$ cat config.mk
export PLATFORM = sky130hd
export DESIGN_NAME = scope_command_byte_parser_core
export DESIGN_NICKNAME = d
export VERILOG_FILES = /design/src/hdl/scbp_pkg.sv /design/src/hdl/scbp_exec.sv /design/src/hdl/scope_command_byte_parser_core.sv
export SDC_FILE = /design/constraint.sdc
export NUM_CORES = 1
export LEC_CHECK = 0
export ABC_AREA = 1
export BUFFER_PORTS_ARGS = -buffer_cell sky130_fd_sc_hd__buf_2
export CORE_MARGIN = 3
export CORE_UTILIZATION = 48
export DETAILED_ROUTE_END_ITERATION = 10
export GPL_TIMING_DRIVEN = 0
export PLACE_DENSITY = 0.66
export SETUP_SLACK_MARGIN = 0.1
export SYNTH_ARGS = -nofsm -noshare
export SYNTH_HDL_FRONTEND = slang
export SYNTH_SLANG_ARGS = --single-unit
$ cat constraint.sdc
create_clock -name clk -period 11.2 [get_ports clk]
set_clock_uncertainty 0.1 [all_clocks]
set_input_delay 2.24 -clock clk [delete_from_list [all_inputs] [get_ports clk]]
set_output_delay 2.24 -clock clk [all_outputs]
set_load 0.01 [all_outputs]
$ cat src/hdl/scbp_pkg.sv
// Shared types and constants for the scope command byte parser.
// No dependencies; imported by every module of the block.
`timescale 1ns / 1ps

package scbp_pkg;

  // Block constants
  localparam logic [15:0] MAX_SAMPLES     = 16'd1024;
  localparam logic [15:0] DEFAULT_SAMPLES = 16'd512;
  localparam logic [31:0] DEFAULT_DIVIDER = 32'd96;
  localparam logic [1:0]  RESET_CHANNEL   = 2'd0;

  // Action codes reported with each result
  localparam logic [2:0] ACT_NONE     = 3'd0;
  localparam logic [2:0] ACT_START    = 3'd1;
  localparam logic [2:0] ACT_STOP     = 3'd2;
  localparam logic [2:0] ACT_RATE     = 3'd3;
  localparam logic [2:0] ACT_CHANNEL  = 3'd4;
  localparam logic [2:0] ACT_SAMPLES  = 3'd5;
  localparam logic [2:0] ACT_PING     = 3'd6;
  localparam logic [2:0] ACT_NOEFFECT = 3'd7;

  // Payload lengths in bytes
  localparam logic [2:0] LEN_RATE    = 3'd4;
  localparam logic [2:0] LEN_CHANNEL = 3'd1;
  localparam logic [2:0] LEN_SAMPLES = 3'd2;
  localparam logic [2:0] LEN_NONE    = 3'd0;

  localparam logic [1:0] CHANNEL_MASK = 2'b11;

  // Configuration register indexes
  localparam logic [2:0] CFG_START   = 3'd0;
  localparam logic [2:0] CFG_STOP    = 3'd1;
  localparam logic [2:0] CFG_RATE    = 3'd2;
  localparam logic [2:0] CFG_CHANNEL = 3'd3;
  localparam logic [2:0] CFG_SAMPLES = 3'd4;
  localparam logic [2:0] CFG_PING    = 3'd5;
  localparam logic [2:0] CFG_DIV_LO  = 3'd6;
  localparam logic [2:0] CFG_DIV_HI  = 3'd7;

  typedef struct packed {
    logic [7:0]  start_opcode;
    logic [7:0]  stop_opcode;
    logic [7:0]  rate_opcode;
    logic [7:0]  channel_opcode;
    logic [7:0]  samples_opcode;
    logic [7:0]  ping_opcode;
    logic [31:0] divider_floor;
    logic [31:0] divider_ceiling;
  } cfg_t;

  typedef struct packed {
    logic [7:0]  opcode_hold;
    logic [31:0] payload_shift;
    logic [2:0]  bytes_received;
    logic [2:0]  bytes_expected;
    logic        streaming_flag;
    logic [31:0] divider_value;
    logic [1:0]  channel_value;
    logic [15:0] frame_samples;
  } state_t;

endpackage

$ cat src/hdl/scbp_exec.sv
// Per-byte next-state and action logic of the command parser.
// Purely combinational; uses scbp_pkg types and codes.
`timescale 1ns / 1ps

module scbp_exec import scbp_pkg::*; (
  input  logic [7:0] rx_byte,
  input  cfg_t       cfg,
  input  state_t     st,
  output state_t     st_next,
  output logic [2:0] act
);

  // first match wins when opcode registers collide
  function automatic logic [2:0] decode_kind(input logic [7:0] op, input cfg_t c);
    logic [2:0] k;
    k = ACT_NOEFFECT;
    priority if (op == c.start_opcode)   k = ACT_START;
    else if (op == c.stop_opcode)        k = ACT_STOP;
    else if (op == c.rate_opcode)        k = ACT_RATE;
    else if (op == c.channel_opcode)     k = ACT_CHANNEL;
    else if (op == c.samples_opcode)     k = ACT_SAMPLES;
    else if (op == c.ping_opcode)        k = ACT_PING;
    else                                 k = ACT_NOEFFECT;
    return k;
  endfunction

  function automatic logic [2:0] payload_len(input logic [2:0] k);
    logic [2:0] n;
    unique case (k)
      ACT_RATE:    n = LEN_RATE;
      ACT_CHANNEL: n = LEN_CHANNEL;
      ACT_SAMPLES: n = LEN_SAMPLES;
      default:     n = LEN_NONE;
    endcase
    return n;
  endfunction

  always_comb begin
    state_t      s;
    logic [1:0]  pos;
    logic [2:0]  kind;
    logic [31:0] div_v;
    logic [15:0] smp_v;

    s   = st;
    act = ACT_NONE;
    pos = st.bytes_received[1:0] - 2'd1;

    if (st.bytes_received == 3'd0) begin
      s.opcode_hold    = rx_byte;
      s.payload_shift  = 32'd0;
      s.bytes_received = 3'd1;
      s.bytes_expected = 3'd1 + payload_len(decode_kind(rx_byte, cfg));
    end else begin
      // little-endian assembly
      s.payload_shift  = st.payload_shift | ({24'd0, rx_byte} << {pos, 3'b000});
      s.bytes_received = st.bytes_received + 3'd1;
    end

    div_v = s.payload_shift;
    if (div_v < cfg.divider_floor) div_v = cfg.divider_floor;
    if (div_v > cfg.divider_ceiling) div_v = cfg.divider_ceiling;

    smp_v = s.payload_shift[15:0];
    if (smp_v == 16'd0) smp_v = 16'd1;
    else if (smp_v > MAX_SAMPLES) smp_v = MAX_SAMPLES;

    kind = decode_kind(s.opcode_hold, cfg);

    if (s.bytes_received >= s.bytes_expected) begin
      unique case (kind)
        ACT_START: begin
          if (s.streaming_flag) begin
            act = ACT_NOEFFECT;
          end else begin
            s.streaming_flag = 1'b1;
            act = ACT_START;
          end
        end
        ACT_STOP: begin
          if (!s.streaming_flag) begin
            act = ACT_NOEFFECT;
          end else begin
            s.streaming_flag = 1'b0;
            act = ACT_STOP;
          end
        end
        ACT_RATE: begin
          s.divider_value = div_v;
          act = ACT_RATE;
        end
        ACT_CHANNEL: begin
          s.channel_value = s.payload_shift[1:0] & CHANNEL_MASK;
          act = ACT_CHANNEL;
        end
        ACT_SAMPLES: begin
          s.frame_samples = smp_v;
          act = ACT_SAMPLES;
        end
        ACT_PING: begin
          act = ACT_PING;
        end
        default: begin
          act = ACT_NOEFFECT;
        end
      endcase
      s.bytes_received = 3'd0;
      s.bytes_expected = 3'd0;
    end

    st_next = s;
  end

endmodule

$ cat src/hdl/scope_command_byte_parser_core.sv
// Top level of the scope command byte parser: configuration registers,
// parser state, result register. Uses scbp_pkg and scbp_exec.
//
// Usage:
//   Input channel (in_valid/in_ready, rx_byte) carries one host byte per
//   transaction. The first byte of a command is its opcode; set-rate takes 4
//   payload bytes, set-channel 1, set-samples 2, all others none.
//   Output channel (out_valid/out_ready) returns exactly one result per byte:
//   the action taken (none while a command is incomplete) and the current
//   streaming flag, divider, channel and samples per frame.
//   Configuration channel (cfg_valid/cfg_ready, cfg_index, cfg_data) writes the
//   opcode registers and the divider bounds; it is always ready and should be
//   used only while the parser is idle.
// Timing and throughput: the result of a byte is registered and appears in the
//   cycle after it is accepted; one byte per cycle is sustained while out_ready
//   is high, set by the single result register that the state update feeds.
// Stall: while a result waits with out_ready low, in_ready drops; a waiting
//   result is freed and replaced in the same cycle when out_ready is high.
// Reset: synchronous, active high; clears the parser state, loads the default
//   divider, channel and samples and the default opcodes, empties the output.
`timescale 1ns / 1ps

module scope_command_byte_parser_core import scbp_pkg::*; (
  input  logic        clk,
  input  logic        rst,
  // host bytes
  input  logic        in_valid,
  output logic        in_ready,
  input  logic [7:0]  rx_byte,
  // results
  output logic        out_valid,
  input  logic        out_ready,
  output logic [2:0]  action,
  output logic        streaming_on,
  output logic [31:0] clock_divider,
  output logic [1:0]  input_channel,
  output logic [15:0] samples_per_frame,
  output logic        mid_command,
  // configuration
  input  logic        cfg_valid,
  output logic        cfg_ready,
  input  logic [2:0]  cfg_index,
  input  logic [31:0] cfg_data
);

  cfg_t       cfg;
  state_t     st;
  state_t     st_next;
  logic [2:0] act_next;
  logic       accept;

  assign cfg_ready = 1'b1;
  assign in_ready  = !out_valid || out_ready;
  assign accept    = in_valid && in_ready;

  scbp_exec u_exec (
    .rx_byte (rx_byte),
    .cfg     (cfg),
    .st      (st),
    .st_next (st_next),
    .act     (act_next)
  );

  always_ff @(posedge clk) begin
    if (rst) begin
      cfg.start_opcode    <= 8'd1;
      cfg.stop_opcode     <= 8'd2;
      cfg.rate_opcode     <= 8'd3;
      cfg.channel_opcode  <= 8'd4;
      cfg.samples_opcode  <= 8'd5;
      cfg.ping_opcode     <= 8'd6;
      cfg.divider_floor   <= 32'd96;
      cfg.divider_ceiling <= 32'd65535;
    end else if (cfg_valid && cfg_ready) begin
      unique case (cfg_index)
        CFG_START:   cfg.start_opcode    <= cfg_data[7:0];
        CFG_STOP:    cfg.stop_opcode     <= cfg_data[7:0];
        CFG_RATE:    cfg.rate_opcode     <= cfg_data[7:0];
        CFG_CHANNEL: cfg.channel_opcode  <= cfg_data[7:0];
        CFG_SAMPLES: cfg.samples_opcode  <= cfg_data[7:0];
        CFG_PING:    cfg.ping_opcode     <= cfg_data[7:0];
        CFG_DIV_LO:  cfg.divider_floor   <= cfg_data;
        CFG_DIV_HI:  cfg.divider_ceiling <= cfg_data;
        default:     ;
      endcase
    end
  end

  always_ff @(posedge clk) begin
    if (rst) begin
      st.opcode_hold    <= 8'd0;
      st.payload_shift  <= 32'd0;
      st.bytes_received <= 3'd0;
      st.bytes_expected <= 3'd0;
      st.streaming_flag <= 1'b0;
      st.divider_value  <= DEFAULT_DIVIDER;
      st.channel_value  <= RESET_CHANNEL;
      st.frame_samples  <= DEFAULT_SAMPLES;
    end else if (accept) begin
      st <= st_next;
    end
  end

  always_ff @(posedge clk) begin
    if (rst) begin
      out_valid <= 1'b0;
    end else if (accept) begin
      out_valid <= 1'b1;
    end else if (out_ready) begin
      out_valid <= 1'b0;
    end
  end

  // result payload, no reset needed
  always_ff @(posedge clk) begin
    if (accept) begin
      action            <= act_next;
      streaming_on      <= st_next.streaming_flag;
      clock_divider     <= st_next.divider_value;
      input_channel     <= st_next.channel_value;
      samples_per_frame <= st_next.frame_samples;
      mid_command       <= (st_next.bytes_received != 3'd0);
    end
  end

endmodule

After elaboration in Yosys (flattened, before gate mapping)
Index checks and enable logic that the tools add are counted.
{"block": "totals", "register_bits": 265, "mem_bits_ro": 0, "latch_bits": 0, "output_inout_bits": 58, "elab_cells": 108, "memories": 0, "mem_bits_rw": 0, "in_bits": 48}
{"block": "op_classes", "mul": 0, "n_eq_ne": 28, "div_mod_pow": 0, "add_sub_neg": 3, "mux": 32, "order_cmp": 4, "bitwise": 1, "shift": 1, "n_reduce_logical": 16}
{"cell": "8-bit equality test", "n": 12}
{"cell": "32-bit 2-to-1 mux", "n": 3}
{"cell": "57-bit 2-to-1 mux", "n": 1}
{"cell": "16-bit 2-to-1 mux", "n": 3}
{"cell": "3-bit 2-to-1 mux", "n": 15}
{"cell": "35-bit 2-to-1 mux", "n": 1}
{"cell": "32-bit greater-than comparator", "n": 1}
{"cell": "32-bit < comparator", "n": 1}
{"cell": "32-bit OR", "n": 1}
{"cell": "8-bit by 5-bit << shifter with 32-bit output", "n": 1}
{"cell": "3-bit equality test, second input constant", "n": 9}
{"cell": "3-bit case mux with 6 select lines", "n": 1}
{"cell": "16-bit by 11-bit greater-than comparator with 1-bit output, second input constant", "n": 1}
{"cell": "16-bit zero test", "n": 1}
{"cell": "2-bit AND reduction", "n": 8}
{"cell": "3-bit by 2-bit equality test with 1-bit output, second input constant", "n": 5}
{"cell": "3-bit case mux with 3 select lines", "n": 1}
{"cell": "8-bit 2-to-1 mux", "n": 1}
{"cell": "3-bit by 1-bit equality test with 1-bit output, second input constant", "n": 2}
{"cell": "3-bit zero test", "n": 2}
{"cell": "1-bit 2-to-1 mux", "n": 4}
{"cell": "1-bit by 3-bit adder with 3-bit output, first input constant", "n": 1}
{"cell": "3-bit by 1-bit adder with 3-bit output, second input constant", "n": 1}
{"cell": "3-bit >= comparator", "n": 1}
{"cell": "8 further kinds", "n": 8}

Logic depth before layout (Yosys ltp)
Gate-level depths: netlist of the first run.
{"block": "depth", "depth_word": 16, "depth_mapped": 39}

Modules after synthesis
Synthesis of the first run repeated with hierarchy kept, for this count alone.
{"block": "unflattened", "cells_unflattened": 2272, "area_unflattened_um2": 15625.0}
{"mod": "scope_command_byte_parser_core", "n_inst": 1, "cells_each": 1222, "area_each_um2": 10014.6}
{"mod": "scbp_exec", "n_inst": 1, "cells_each": 1050, "area_each_um2": 5610.4}

Least setup slack after synthesis of the first run
No wires, ideal clock.
{"block": "synth_timing", "path_type": "input -> register", "start": "in rx_byte[1]", "end": "reg clock_divider[10] (data pin)", "required_ns": 10.846, "arrival_time_ns": 5.916, "cell_stages": 24, "n_path_buf": 3, "setup_slack_ns": 4.930, "cell_sequence": "buf_1 nand3_1 a21oi_1 ha_1 a21oi_1 o21a_1 o221ai_1 a21oi_1 nand2_1 buf_2 nand2_1 nand2_1 ha_1 inv_1 nor3_1 a21oi_1 or2_2 nand3_1 nand2_1 inv_1 clkbuf_1 a21oi_1 nand2_1 nand2_1"}
{"element": "start, declared", "line": "scope_command_byte_parser_core.sv:29", "text": "input logic [7:0] rx_byte,"}
{"element": "end signal, assigned", "line": "scope_command_byte_parser_core.sv:119", "text": "clock_divider <= st_next.divider_value;"}
{"element": "end, declared", "line": "scope_command_byte_parser_core.sv:35", "text": "output logic [31:0] clock_divider,"}

==> load_flow_metrics.sql, run 1 <==
INSERT INTO impl_metrics (metric_group, metric, value, unit) VALUES
('outcome', 'run_status', 'finished clean', ''),
('global_routing', 'grt_start_max_net_pins', '39', ''),
('global_routing', 'grt_overflow', '0', ''),
('job', 'drv_cap', '0', ''),
('clocking', 'clk-insertion-delay-late', '0.57', 'ns'),
('timing', 'setup_violations', '0', ''),
('logic_synthesis', 'synth-main-ff-cell', 'sky130_fd_sc_hd__dfxtp_1', ''),
('timing', 'clock.fmax', '0.127', 'GHz'),
('layout', 'mostFrequentLayoutCell', 'sky130_fd_sc_hd__nand2_1', ''),
('clocking', 'clock_tree.root_cell', 'sky130_fd_sc_hd__clkbuf_16', ''),
('timing', 'post-route-period-util', '70.0', '%'),
('worst_setup_path', 'crit_buf_inv', '5', ''),
('layout', 'syn2layout_area_growth', '14.3', '%'),
('floorplanning', 'placeableCoreArea', '29100', 'µm²'),
('logic_synthesis', 'synthDistinctLibCells', '49', ''),
('clocking', 'cts_buffers', '29', ''),
('layout', 'layout.area.seq', '5860', 'µm²'),
('floorplanning', 'initial_util', '49.4', '%'),
('routing', 'drt_pass1_iterations', '5', ''),
('routing', 'postRouteWirelength', '42.9', 'mm'),
('clocking', 'cts_setup_buffers', '0', ''),
('logic_synthesis', 'syn-num-nets', '2058', ''),
('floorplanning', 'die-area', '32000', 'µm²'),
('clocking', 'cts_tree', 'built', ''),
('logic_synthesis', 'synthesis.area', '14400', 'µm²'),
('logic_synthesis', 'synth_enable_flop_cells', '55', ''),
('timing', 'setup_total_negative_slack', '0', 'ns'),
('floorplanning', 'io_pins', '106', ''),
('timing', 'hold_slack', '0.346', 'ns'),
('placement', 'dpl_cell_area', '15400', 'µm²'),
('layout', 'most_used_cells_in_the_layout_excluding_fill_and_tap_cells', 'sky130_fd_sc_hd__nand2_1, sky130_fd_sc_hd__nor2_1, sky130_fd_sc_hd__dfxtp_1', ''),
('logic_synthesis', 'yosys_warnings', '0', ''),
('routing', 'vias', '13500', ''),
('power', 'power_density', '182', 'nW/µm²'),
('logic_synthesis', 'yosys_register_bits', '265', ''),
('layout', 'drive_gt1_share', '10.1', '%'),
('worst_setup_path', 'path_common_cell', 'sky130_fd_sc_hd__nand2_1', ''),
('worst_setup_path', 'cpLargestDelayFamily', 'buffers and inverters', ''),
('placement', 'port-buffer-count', '97', ''),
('logic_synthesis', 'synth_top_cell_by_area', 'sky130_fd_sc_hd__dfxtp_1', ''),
('logic_synthesis', 'avgSynthCellArea', '7.40', 'µm²'),
('timing', 'final.min_clock_period', '7.84', 'ns'),
('global_routing', 'grt_antenna_before_repair', '0', ''),
('placement', 'hpwl_after_detailed_placement', '31.2', 'mm'),
('worst_setup_path', 'cp_slowest_cell', 'sky130_fd_sc_hd__buf_1', ''),
('logic_synthesis', 'synth_cells', '1941', ''),
('timing', 'final_max_slew_viol_count', '0', ''),
('clocking', 'clk_transition_reported_paths', '0.06', 'ns'),
('timing', 'timing.final.hold_violations', '0', ''),
('routing', 'detail_route.wl_per_cell', '17.3', 'µm'),
('routing', 'via_per_inst', '5.46', ''),
('floorplanning', 'die_w', '179', 'µm'),
('routing', 'detail_route.iter0.violations', '1336', ''),
('worst_setup_path', 'timing.critical_path.slowest_cell_delay', '0.76', 'ns'),
('layout', 'design.final.nets', '2187', ''),
('global_routing', 'number_of_global_route_vias_before_repair', '12600', ''),
('placement', 'dp_slack', '2.92', 'ns'),
('routing', 'detail_route.drc_violations', '0', ''),
('clocking', 'cts_num_sinks', '265', ''),
('layout', 'multi_input_comb_area', '7350', 'µm²'),
('layout', 'post-route-cell-area', '16400', 'µm²'),
('timing', 'worstMarginPinSlew', '1.02', 'ns'),
('layout', 'n_antenna_cell', '0', ''),
('placement', 'finalWeightedCongestion', '0.941', ''),
('power', 'power.total', '0.00300', 'W'),
('worst_setup_path', 'end_kind', 'flop', ''),
('timing', 'timing.final.ws_setup', '3.36', 'ns'),
('worst_hold_path', 'worst_hold_path_type', 'reg2reg', ''),
('clocking', 'max-clock-path-buffers', '3', ''),
('power', 'total_leakage_power', '7.77', 'nW'),
('global_routing', 'grt_first_pass_wirelength', '67.4', 'mm');
[flip-flops by register name, indices dropped and copies added, names as in the netlist]
signal and cells:
cfg 112, st 97, clock_divider 32, samples_per_frame 16, action 3, input_channel 2, mid_command 1, out_valid 1
streaming_on 1
[cells in the mapped netlist (3+ instances only)]
cell,number
sky130_fd_sc_hd__nand2_1,380
sky130_fd_sc_hd__nor2_1,234
sky130_fd_sc_hd__dfxtp_1,210
sky130_fd_sc_hd__inv_1,180
sky130_fd_sc_hd__a21oi_1,178
sky130_fd_sc_hd__nand3_1,152
sky130_fd_sc_hd__o21ai_0,144
sky130_fd_sc_hd__clkbuf_1,71
sky130_fd_sc_hd__ha_1,69
sky130_fd_sc_hd__edfxtp_1,55
sky130_fd_sc_hd__xor2_1,55
sky130_fd_sc_hd__xnor2_1,33
sky130_fd_sc_hd__a211oi_1,22
sky130_fd_sc_hd__nand2_4,16
sky130_fd_sc_hd__buf_1,15
sky130_fd_sc_hd__nor3_1,14
sky130_fd_sc_hd__nand4_1,13
sky130_fd_sc_hd__buf_2,11
sky130_fd_sc_hd__nand2_2,9
sky130_fd_sc_hd__nor4_1,9
sky130_fd_sc_hd__a31oi_1,8
sky130_fd_sc_hd__o21a_1,7
sky130_fd_sc_hd__clkinv_1,6
sky130_fd_sc_hd__o211ai_1,6
sky130_fd_sc_hd__or2_2,6
sky130_fd_sc_hd__o21ai_1,5
sky130_fd_sc_hd__inv_2,4
sky130_fd_sc_hd__buf_6,3
sky130_fd_sc_hd__o22ai_1,3
[per-stage QoR]
step	std cells	utilization (%)
2_1_floorplan	1941	-
3_3_place_gp	2422	52.7
3_5_place_dp	2423	52.8
4_1_cts	2477	56.4
5_1_grt	2477	56.4
6_report	2477	56.4
[metal layers]
layer | part of all wire [%] | track usage (%) | routed length, µm | vias to the layer above
met3 | 8.2 | 4.45 | 3530 | 83
met2 | 44 | 41.3 | 19000 | 522
li1 | - | - | - | 6631
met5 | 0 | 0 | 0 | -
met1 | 45 | 37.9 | 19300 | 6299
met4 | 2.5 | 7.40 | 1090 | 0
[power breakdown]
part	switching, W	internal, W	total (W)	leakage (nW)
Combinational	0.000600	0.000259	0.000859	4.99
Sequential	0.0000255	0.00104	0.00106	2.27
Clock	0.000414	0.000659	0.00107	0.513
Total	0.00104	0.00196	0.00300	7.77
[final timing paths]
| kind | startpoint | endpoint | slack (ns) | cells past startpoint |
|---|---|---|---|---|
| worst max-delay path | rx_byte[1] | clock_divider[31] | 3.36 | 27 |
| worst min-delay path | st[14] | st[14] | 0.35 | 2 |
| worst max register to register | st[54] | clock_divider[31] | 3.78 | 32 |
| worst min register to register | st[14] | st[14] | 0.35 | 2 |
[worst register-to-register path, delay by kind of cell (launching register included)]
family | cells | cell delay, ns
adders and majority gates | 3 | 0.96
and+or+nand+nor | 13 | 1.75
AOI/OAI and AO/OA | 7 | 1.54
buffers and inverters | 9 | 2.51
DFF | 1 | 0.33
[cell type report]
class / count / share of cell area [%]
Multi-Input combinational cell: 1382 / 44.8
Sequential cell: 265 / 35.7
Clock buffer: 31 / 4.47
Inverter: 191 / 4.38
Timing Repair Buffer: 98 / 3.08
Tap cell: 384 / 2.93
Buffer: 103 / 2.68
Clock inverter: 23 / 2.01
[kinds of logic (layout without fill, tap and decap cells)]
family / Yosys count / count (layout) / synth area share [%]
AO/OA/AOI/OAI: 378 / 378 / 14.0
AND/OR/NAND/NOR: 846 / 846 / 25.8
buffers and inverters: 294 / 446 / 8.07
flip-flops: 265 / 265 / 40.8
XOR/XNOR: 88 / 88 / 5.37
other: 1 / 1 / 0.0261
adder cells (fa/ha/maj): 69 / 69 / 6.01
No activity file was read; power rests on OpenSTA's default activity.
==> inputs of run 2 (changes only) <==
clock period = 8.2 ns   (was 11.2 ns; I/O delays follow)
==> run 2 against run 1 <==
Compared with the run above:
- flip-flop and latch count unchanged
- largest power group unchanged
- cell area about the same
- highest routed layer unchanged
- worst setup slack worse by 2.5 ns
==> load_flow_metrics.sql, run 2 (synthesis gave the netlist of run 1 again) <==
INSERT INTO impl_metrics (metric_group, metric, value, unit) VALUES
('outcome', 'run_status', 'finished clean', ''),
('clocking', 'cts_buffers', '29', ''),
('layout', 'mostFrequentLayoutCell', 'sky130_fd_sc_hd__nand2_1', ''),
('timing', 'final.min_clock_period', '7.32', 'ns'),
('clocking', 'max-clock-path-buffers', '3', ''),
('routing', 'via_per_inst', '5.44', ''),
('routing', 'antenna_violating_nets_post_route', '0', ''),
('floorplanning', 'die_h', '179', 'µm'),
('floorplanning', 'placeableCoreArea', '29100', 'µm²'),
('timing', 'rsz0062_at_grt', 'no', ''),
('timing', 'timing.final.ws_setup', '0.885', 'ns'),
('layout', 'n_antenna_cell', '0', ''),
('floorplanning', 'initial_util', '49.4', '%'),
('worst_setup_path', 'crit_fanout', '10', ''),
('global_routing', 'groute.usage.overall', '26.5', '%'),
('routing', 'detail_route.wl_per_cell', '17.3', 'µm'),
('clocking', 'clk_transition_reported_paths', '0.06', 'ns'),
('worst_setup_path', 'timing.critical_path.slowest_cell_delay', '0.48', 'ns'),
('routing', 'detail_route.iter0.violations', '1311', ''),
('worst_setup_path', 'path_common_cell', 'sky130_fd_sc_hd__nand2_1', ''),
('routing', 'postRouteWirelength', '42.8', 'mm'),
('clocking', 'cts_num_sinks', '265', ''),
('layout', 'count_of_fill_cells_added_during_filler_insertion', '2808', ''),
('global_routing', 'grt_antenna_before_repair', '0', ''),
('power', 'power.total', '0.00409', 'W'),
('routing', 'drt_pass1_iterations', '6', ''),
('clocking', 'clk-insertion-delay-late', '0.57', 'ns'),
('power', 'total_leakage_power', '7.77', 'nW'),
('worst_setup_path', 'critPathRequiredTime', '8.42', 'ns'),
('timing', 'post-route-period-util', '89.2', '%'),
('job', 'drv_cap', '0', ''),
('layout', 'syn2layout_area_growth', '14.3', '%'),
('worst_setup_path', 'end_kind', 'flop', ''),
('timing', 'final_max_slew_viol_count', '0', ''),
('layout', 'design.final.nets', '2187', ''),
('floorplanning', 'die-area', '32000', 'µm²'),
('routing', 'vias', '13500', ''),
('timing', 'setup_total_negative_slack', '0', 'ns'),
('layout', 'drive_gt1_share', '10.2', '%'),
('worst_setup_path', 'critical_path.startpoint_type', 'flop', ''),
('power', 'power_density', '249', 'nW/µm²'),
('floorplanning', 'die_w', '179', 'µm'),
('layout', 'max_flop_register', 'cfg', ''),
('clocking', 'clock_tree.root_cell', 'sky130_fd_sc_hd__clkbuf_16', ''),
('placement', 'hpwl_after_detailed_placement', '31.2', 'mm'),
('placement', 'finalWeightedCongestion', '0.941', ''),
('floorplanning', 'rows', '62', ''),
('layout', 'max_reg_flops', '112', ''),
('global_routing', 'grt_overflow', '0', ''),
('timing', 'worstMarginPinSlew', '0.977', 'ns'),
('floorplanning', 'io_pins', '106', ''),
('placement', 'port-buffer-count', '97', ''),
('worst_setup_path', 'cp_slowest_cell', 'sky130_fd_sc_hd__a21oi_1', ''),
('clocking', 'cts.htree.levels', '1', ''),
('timing', 'slew_headroom', '34.8', '%'),
('routing', 'detail_route.drc_violations', '0', ''),
('layout', 'most_used_cells_in_the_layout_excluding_fill_and_tap_cells', 'sky130_fd_sc_hd__nand2_1, sky130_fd_sc_hd__nor2_1, sky130_fd_sc_hd__dfxtp_1', ''),
('clocking', 'cts_hold_buf', '0', ''),
('worst_hold_path', 'worst_hold_path_type', 'reg2reg', ''),
('global_routing', 'grt_start_max_net_pins', '39', ''),
('clocking', 'cts_setup_buffers', '0', ''),
('power', 'peakVddDrop', '0.182', 'mV'),
('timing', 'clock.fmax', '0.137', 'GHz'),
('timing', 'setup_violations', '0', ''),
('placement', 'dp_slack', '0.523', 'ns'),
('clocking', 'cts_repair_resized_insts', '0', ''),
('global_routing', 'number_of_global_route_vias_before_repair', '12600', ''),
('timing', 'timing.final.hold_violations', '0', ''),
('global_routing', 'grt_first_pass_wirelength', '67.4', 'mm'),
('worst_setup_path', 'timing.setup.critical_path_class', 'reg2reg', ''),
('layout', 'top_regs', 'cfg: 112 flops, st: 97 flops, clock_divider: 32 flops', ''),
('worst_setup_path', 'cp.arrival', '7.53', 'ns'),
('clocking', 'cts_tree', 'built', '');
## run 2: cell counts in the layout (fill, tap and decap cells not counted)
Identical to the previous run, type by type.
## run 2: final timing paths
path	depth (start not counted)	from	slack [ns]	to
worst min register to register	2	st[14]	0.35	st[14]
worst max-delay path	32	st[54]	0.88	clock_divider[13]
worst min-delay path	2	st[14]	0.35	st[14]
worst max register to register	32	st[54]	0.88	clock_divider[13]
## run 2: critical path: cells and delay by family, from the launching register on
kind            cells  cell delay, ns
flops               1            0.33
buf+inv             9            2.47
fa+ha+maj           3            0.97
compound gates      7            1.50
simple gates       13            1.70
## run 2: area by class of cell
| class | instances | area [µm²] | share of cell area, % |
|---|---|---|---|
| buffer | 103 | 443 | 2.70 |
| clock buffer | 31 | 733 | 4.47 |
| clock inverter | 23 | 330 | 2.01 |
| inverter | 191 | 719 | 4.38 |
| multi-input combinational | 1382 | 7350 | 44.8 |
| sequential | 265 | 5860 | 35.7 |
| tap | 384 | 480 | 2.93 |
| timing repair buffer | 98 | 505 | 3.08 |
## run 2: power breakdown
part | switching [W] | internal [W]
Sequential | 0.0000347 | 0.00142
Clock | 0.000567 | 0.000900
Combinational | 0.000819 | 0.000355
## run 2: stage by stage
| stage | area (µm²) | instances | hold WS [ns] | util [%] |
|---|---|---|---|---|
| after floorplan | 14400 | 1941 | 0.323 | - |
| after global placement | 15300 | 2422 | 0.332 | 52.7 |
| after detailed placement | 15400 | 2423 | 0.336 | 52.8 |
| after CTS | 16400 | 2477 | 0.346 | 56.4 |
| after global routing | 16400 | 2477 | 0.365 | 56.4 |
| final | 16400 | 2477 | 0.346 | 56.4 |
## run 2: routing by layer
layer  global-route usage, %  wire length, µm  vias up  part of all wire, %
li1                        -                -     6631                    -
met1                    37.9            19300     6245                   45
met2                    41.3            18800      502                   44
met3                    4.45             3500       85                  8.2
met4                    7.40             1110        0                  2.6
met5                       0                0        -                    0
==> inputs of run 3 (changes only) <==
ABC_AREA = not set   (was 1)
ABC_CLOCK_PERIOD_IN_PS = 8200   (was not set)
==> run 3 against run 2 <==
Compared with the run above:
- non-clock buffer count up 8
- cell area up 0.31%
- final cell count down 6.6%
- synthesized cell count down 8.3%
- count of clock-buffer cells in the layout up 13
- critical endpoint is now clock_divider[31]
- largest cell class unchanged
==> load_flow_metrics.sql, run 3 <==
INSERT INTO impl_metrics (metric_group, metric, value, unit) VALUES
('worst_hold_path', 'worst_hold_path_type', 'reg2reg', ''),
('worst_hold_path', 'critical_hold_path_startpoint', 'st[53]', ''),
('global_routing', 'grt_first_pass_wirelength', '73.1', 'mm'),
('layout', 'final_cells', '2314', ''),
('timing', 'clock.fmax', '0.129', 'GHz'),
('timing', 'setup_violations', '0', ''),
('worst_setup_path', 'critical_path.startpoint_type', 'primary input', ''),
('layout', 'most_used_cells_in_the_layout_excluding_fill_and_tap_cells', 'sky130_fd_sc_hd__nand2_1, sky130_fd_sc_hd__dfxtp_1, sky130_fd_sc_hd__a21oi_1', ''),
('timing', 'post-route-period-util', '94.4', '%'),
('layout', 'top_regs', 'cfg: 112 flops, st: 97 flops, clock_divider: 32 flops', ''),
('placement', 'finalWeightedCongestion', '0.967', ''),
('logic_synthesis', 'synthesis.area', '14500', 'µm²'),
('layout', 'syn2layout_area_growth', '13.2', '%'),
('placement', 'dp_cells', '2263', ''),
('placement', 'hpwl_after_detailed_placement', '35.7', 'mm'),
('clocking', 'clock_tree.root_cell', 'sky130_fd_sc_hd__clkbuf_16', ''),
('routing', 'vias', '13700', ''),
('timing', 'slew_headroom', '17.3', '%'),
('worst_setup_path', 'cp.arrival', '7.93', 'ns'),
('layout', 'max_reg_flops', '112', ''),
('worst_setup_path', 'cpLargestDelayFamily', 'compound AO/OA/AOI/OAI gates', ''),
('global_routing', 'number_of_global_route_vias_before_repair', '12700', ''),
('clocking', 'cts_num_sinks', '265', ''),
('power', 'power_density', '183', 'nW/µm²'),
('logic_synthesis', 'yosys_register_bits', '265', ''),
('global_routing', 'groute.usage.overall', '28.3', '%'),
('layout', 'drive_gt1_share', '11.1', '%'),
('global_routing', 'grt_overflow', '0', ''),
('logic_synthesis', 'synth-main-ff-cell', 'sky130_fd_sc_hd__dfxtp_1', ''),
('floorplanning', 'rows', '63', ''),
('worst_setup_path', 'start_point_of_the_critical_path', 'rx_byte[5]', ''),
('power', 'total_leakage_power', '6.52', 'nW'),
('layout', 'max_flop_register', 'cfg', ''),
('worst_setup_path', 'critical_path.reg2reg.endpoint', 'clock_divider[31]', ''),
('clocking', 'cts.htree.levels', '1', ''),
('timing', 'timing.final.hold_violations', '0', ''),
('logic_synthesis', 'syn-num-nets', '1897', ''),
('layout', 'mostFrequentLayoutCell', 'sky130_fd_sc_hd__nand2_1', ''),
('clocking', 'max-clock-path-buffers', '3', ''),
('global_routing', 'grt_start_max_net_pins', '42', ''),
('timing', 'worstMarginPinSlew', '1.21', 'ns'),
('clocking', 'clk-insertion-delay-late', '0.55', 'ns'),
('job', 'drv_cap', '0', ''),
('logic_synthesis', 'synth.area.top_cells', 'sky130_fd_sc_hd__dfxtp_1, sky130_fd_sc_hd__edfxtp_1, sky130_fd_sc_hd__nand2_1', ''),
('timing', 'hold_slack', '0.352', 'ns'),
('floorplanning', 'placeableCoreArea', '29700', 'µm²'),
('floorplanning', 'io_pins', '106', ''),
('timing', 'final.min_clock_period', '7.74', 'ns'),
('logic_synthesis', 'synthMostInstantiatedCell', 'sky130_fd_sc_hd__nand2_1', ''),
('worst_setup_path', 'cp_slowest_cell', 'sky130_fd_sc_hd__o21ai_0', ''),
('worst_setup_path', 'regToRegStartpoint', 'st[54]', ''),
('routing', 'via_per_inst', '5.90', ''),
('worst_setup_path', 'worst_r2r_path_depth', '30', ''),
('outcome', 'run_status', 'finished clean', ''),
('logic_synthesis', 'synthDistinctLibCells', '81', ''),
('placement', 'port-buffer-count', '92', ''),
('worst_setup_path', 'timing.setup.critical_path_class', 'in2reg', ''),
('worst_setup_path', 'timing.critical_path.slowest_cell_delay', '0.53', 'ns'),
('logic_synthesis', 'synth_enable_flop_cells', '55', ''),
('worst_setup_path', 'critPathRequiredTime', '8.39', 'ns'),
('layout', 'n_antenna_cell', '0', ''),
('logic_synthesis', 'synth_top_cell_by_area', 'sky130_fd_sc_hd__dfxtp_1', ''),
('floorplanning', 'initial_util', '49.0', '%'),
('clocking', 'cts_setup_buffers', '0', ''),
('floorplanning', 'die-area', '32400', 'µm²'),
('logic_synthesis', 'synth_seq_area_share', '40.3', '%'),
('worst_setup_path', 'reg2reg_setup_slack', '0.52', 'ns'),
('worst_setup_path', 'crit_fanout', '10', ''),
('routing', 'antenna_violating_nets_post_route', '0', ''),
('worst_hold_path', 'holdPathEnd', 'st[53]', ''),
('clocking', 'cts_buffers', '29', ''),
('worst_setup_path', 'crit_buf_inv', '6', ''),
('logic_synthesis', 'synth.top_cells.by_count', 'sky130_fd_sc_hd__nand2_1, sky130_fd_sc_hd__dfxtp_1, sky130_fd_sc_hd__a21oi_1', ''),
('layout', 'design.final.nets', '2020', ''),
('worst_setup_path', 'end_kind', 'flop', ''),
('routing', 'detail_route.drc_violations', '0', ''),
('logic_synthesis', 'synthArstFlopShare', '0', '%'),
('clocking', 'cts_tree', 'built', ''),
('clocking', 'clk_transition_reported_paths', '0.06', 'ns'),
('logic_synthesis', 'yosys.area.top_type_share', '28.9', '%'),
('timing', 'final_max_slew_viol_count', '0', ''),
('floorplanning', 'die_h', '180', 'µm'),
('routing', 'postRouteWirelength', '48.1', 'mm'),
('logic_synthesis', 'avgSynthCellArea', '8.17', 'µm²'),
('worst_hold_path', 'worst_hold_path.num_cells', '2', ''),
('timing', 'rsz0062_at_grt', 'no', ''),
('logic_synthesis', 'synth_cells', '1780', ''),
('global_routing', 'grt_antenna_before_repair', '1', ''),
('floorplanning', 'die_w', '180', 'µm'),
('routing', 'detail_route.iter0.violations', '1170', ''),
('power', 'peakVddDrop', '0.164', 'mV'),
('logic_synthesis', 'yosys_warnings', '0', ''),
('routing', 'detail_route.wl_per_cell', '20.8', 'µm'),
('routing', 'drt_pass1_iterations', '6', '');
-- run 3: kinds of logic (layout without fill, tap and decap cells) --
kind of cell / count (synthesis) / count (layout) / share of synthesized area, %
AO/OA/AOI/OAI: 476 / 476 / 21.1
adder cells (fa/ha/maj): 69 / 69 / 5.93
multiplexers: 20 / 20 / 1.74
XOR/XNOR: 53 / 53 / 3.19
other: 1 / 1 / 0.0258
flip-flops: 265 / 265 / 40.3
buffers and inverters: 218 / 362 / 6.39
AND/OR/NAND/NOR: 678 / 678 / 21.4
-- run 3: worst max path at each step --
stage                     slack [ns]                 to  cells past startpoint
final                           0.46  clock_divider[31]                     25
after global routing            0.09  clock_divider[31]                     25
after global placement         -0.50  clock_divider[31]                     25
after detailed placement       -0.43  clock_divider[31]                     25
after CTS                       0.19  clock_divider[31]                     28
after floorplan                 1.67   clock_divider[4]                     25
-- run 3: layout make-up --
| type | instances | area, µm² |
|---|---|---|
| Clock inverter | 8 | 63.8 |
| Clock buffer | 44 | 853 |
| Buffer | 116 | 557 |
| Inverter | 101 | 379 |
| Sequential cell | 265 | 5860 |
| Tap cell | 390 | 488 |
| Multi-Input combinational cell | 1297 | 7790 |
| Timing Repair Buffer | 93 | 480 |
| Fill cell | 2852 | 13200 |
-- run 3: layer usage --
metal  GRT usage (%)  up-vias  part of all wire, %
met5               0        -                    0
met4            7.25        0                  2.6
met3            5.81       71                  8.4
met2            43.1      544                   43
met1            41.0     6552                   46
li1                -     6492                    -
-- run 3: worst reg2reg max path, delay by kind of cell (launching register included) --
family          cells  cell delay, ns
compound gates      8            2.27
buf+inv            10            2.05
simple gates        9            1.65
fa+ha+maj           3            0.87
flops               1            0.51
-- run 3: timing repair --
item | CTS | global route
gates resized for setup | 5 | 12
endpoints found under the setup margin | 64 | 64
hold buffers | 0 | 0
-- run 3: report_power, final --
part           switching (W)  leakage [nW]  internal, W
Clock               0.000532         0.449     0.000743
Sequential         0.0000216          2.24      0.00136
Combinational       0.000246          3.84     0.000111
Total               0.000799          6.52      0.00221
-- run 3: per-stage QoR --
step | util, % | total power, W | instance area, µm² | setup WS (ns) | TNS [ns]
final | 55.4 | 0.00301 | 16500 | 0.461 | 0
after global routing | 55.4 | 0.00311 | 16500 | 0.0901 | 0
after CTS | 55.3 | 0.00302 | 16400 | 0.192 | 0
after detailed placement | 52.2 | 0.00175 | 15500 | -0.428 | -12.21
after global placement | 52.1 | 0.00175 | 15500 | -0.499 | -14.47
after floorplan | - | 0.00162 | 14500 | 1.67 | 0
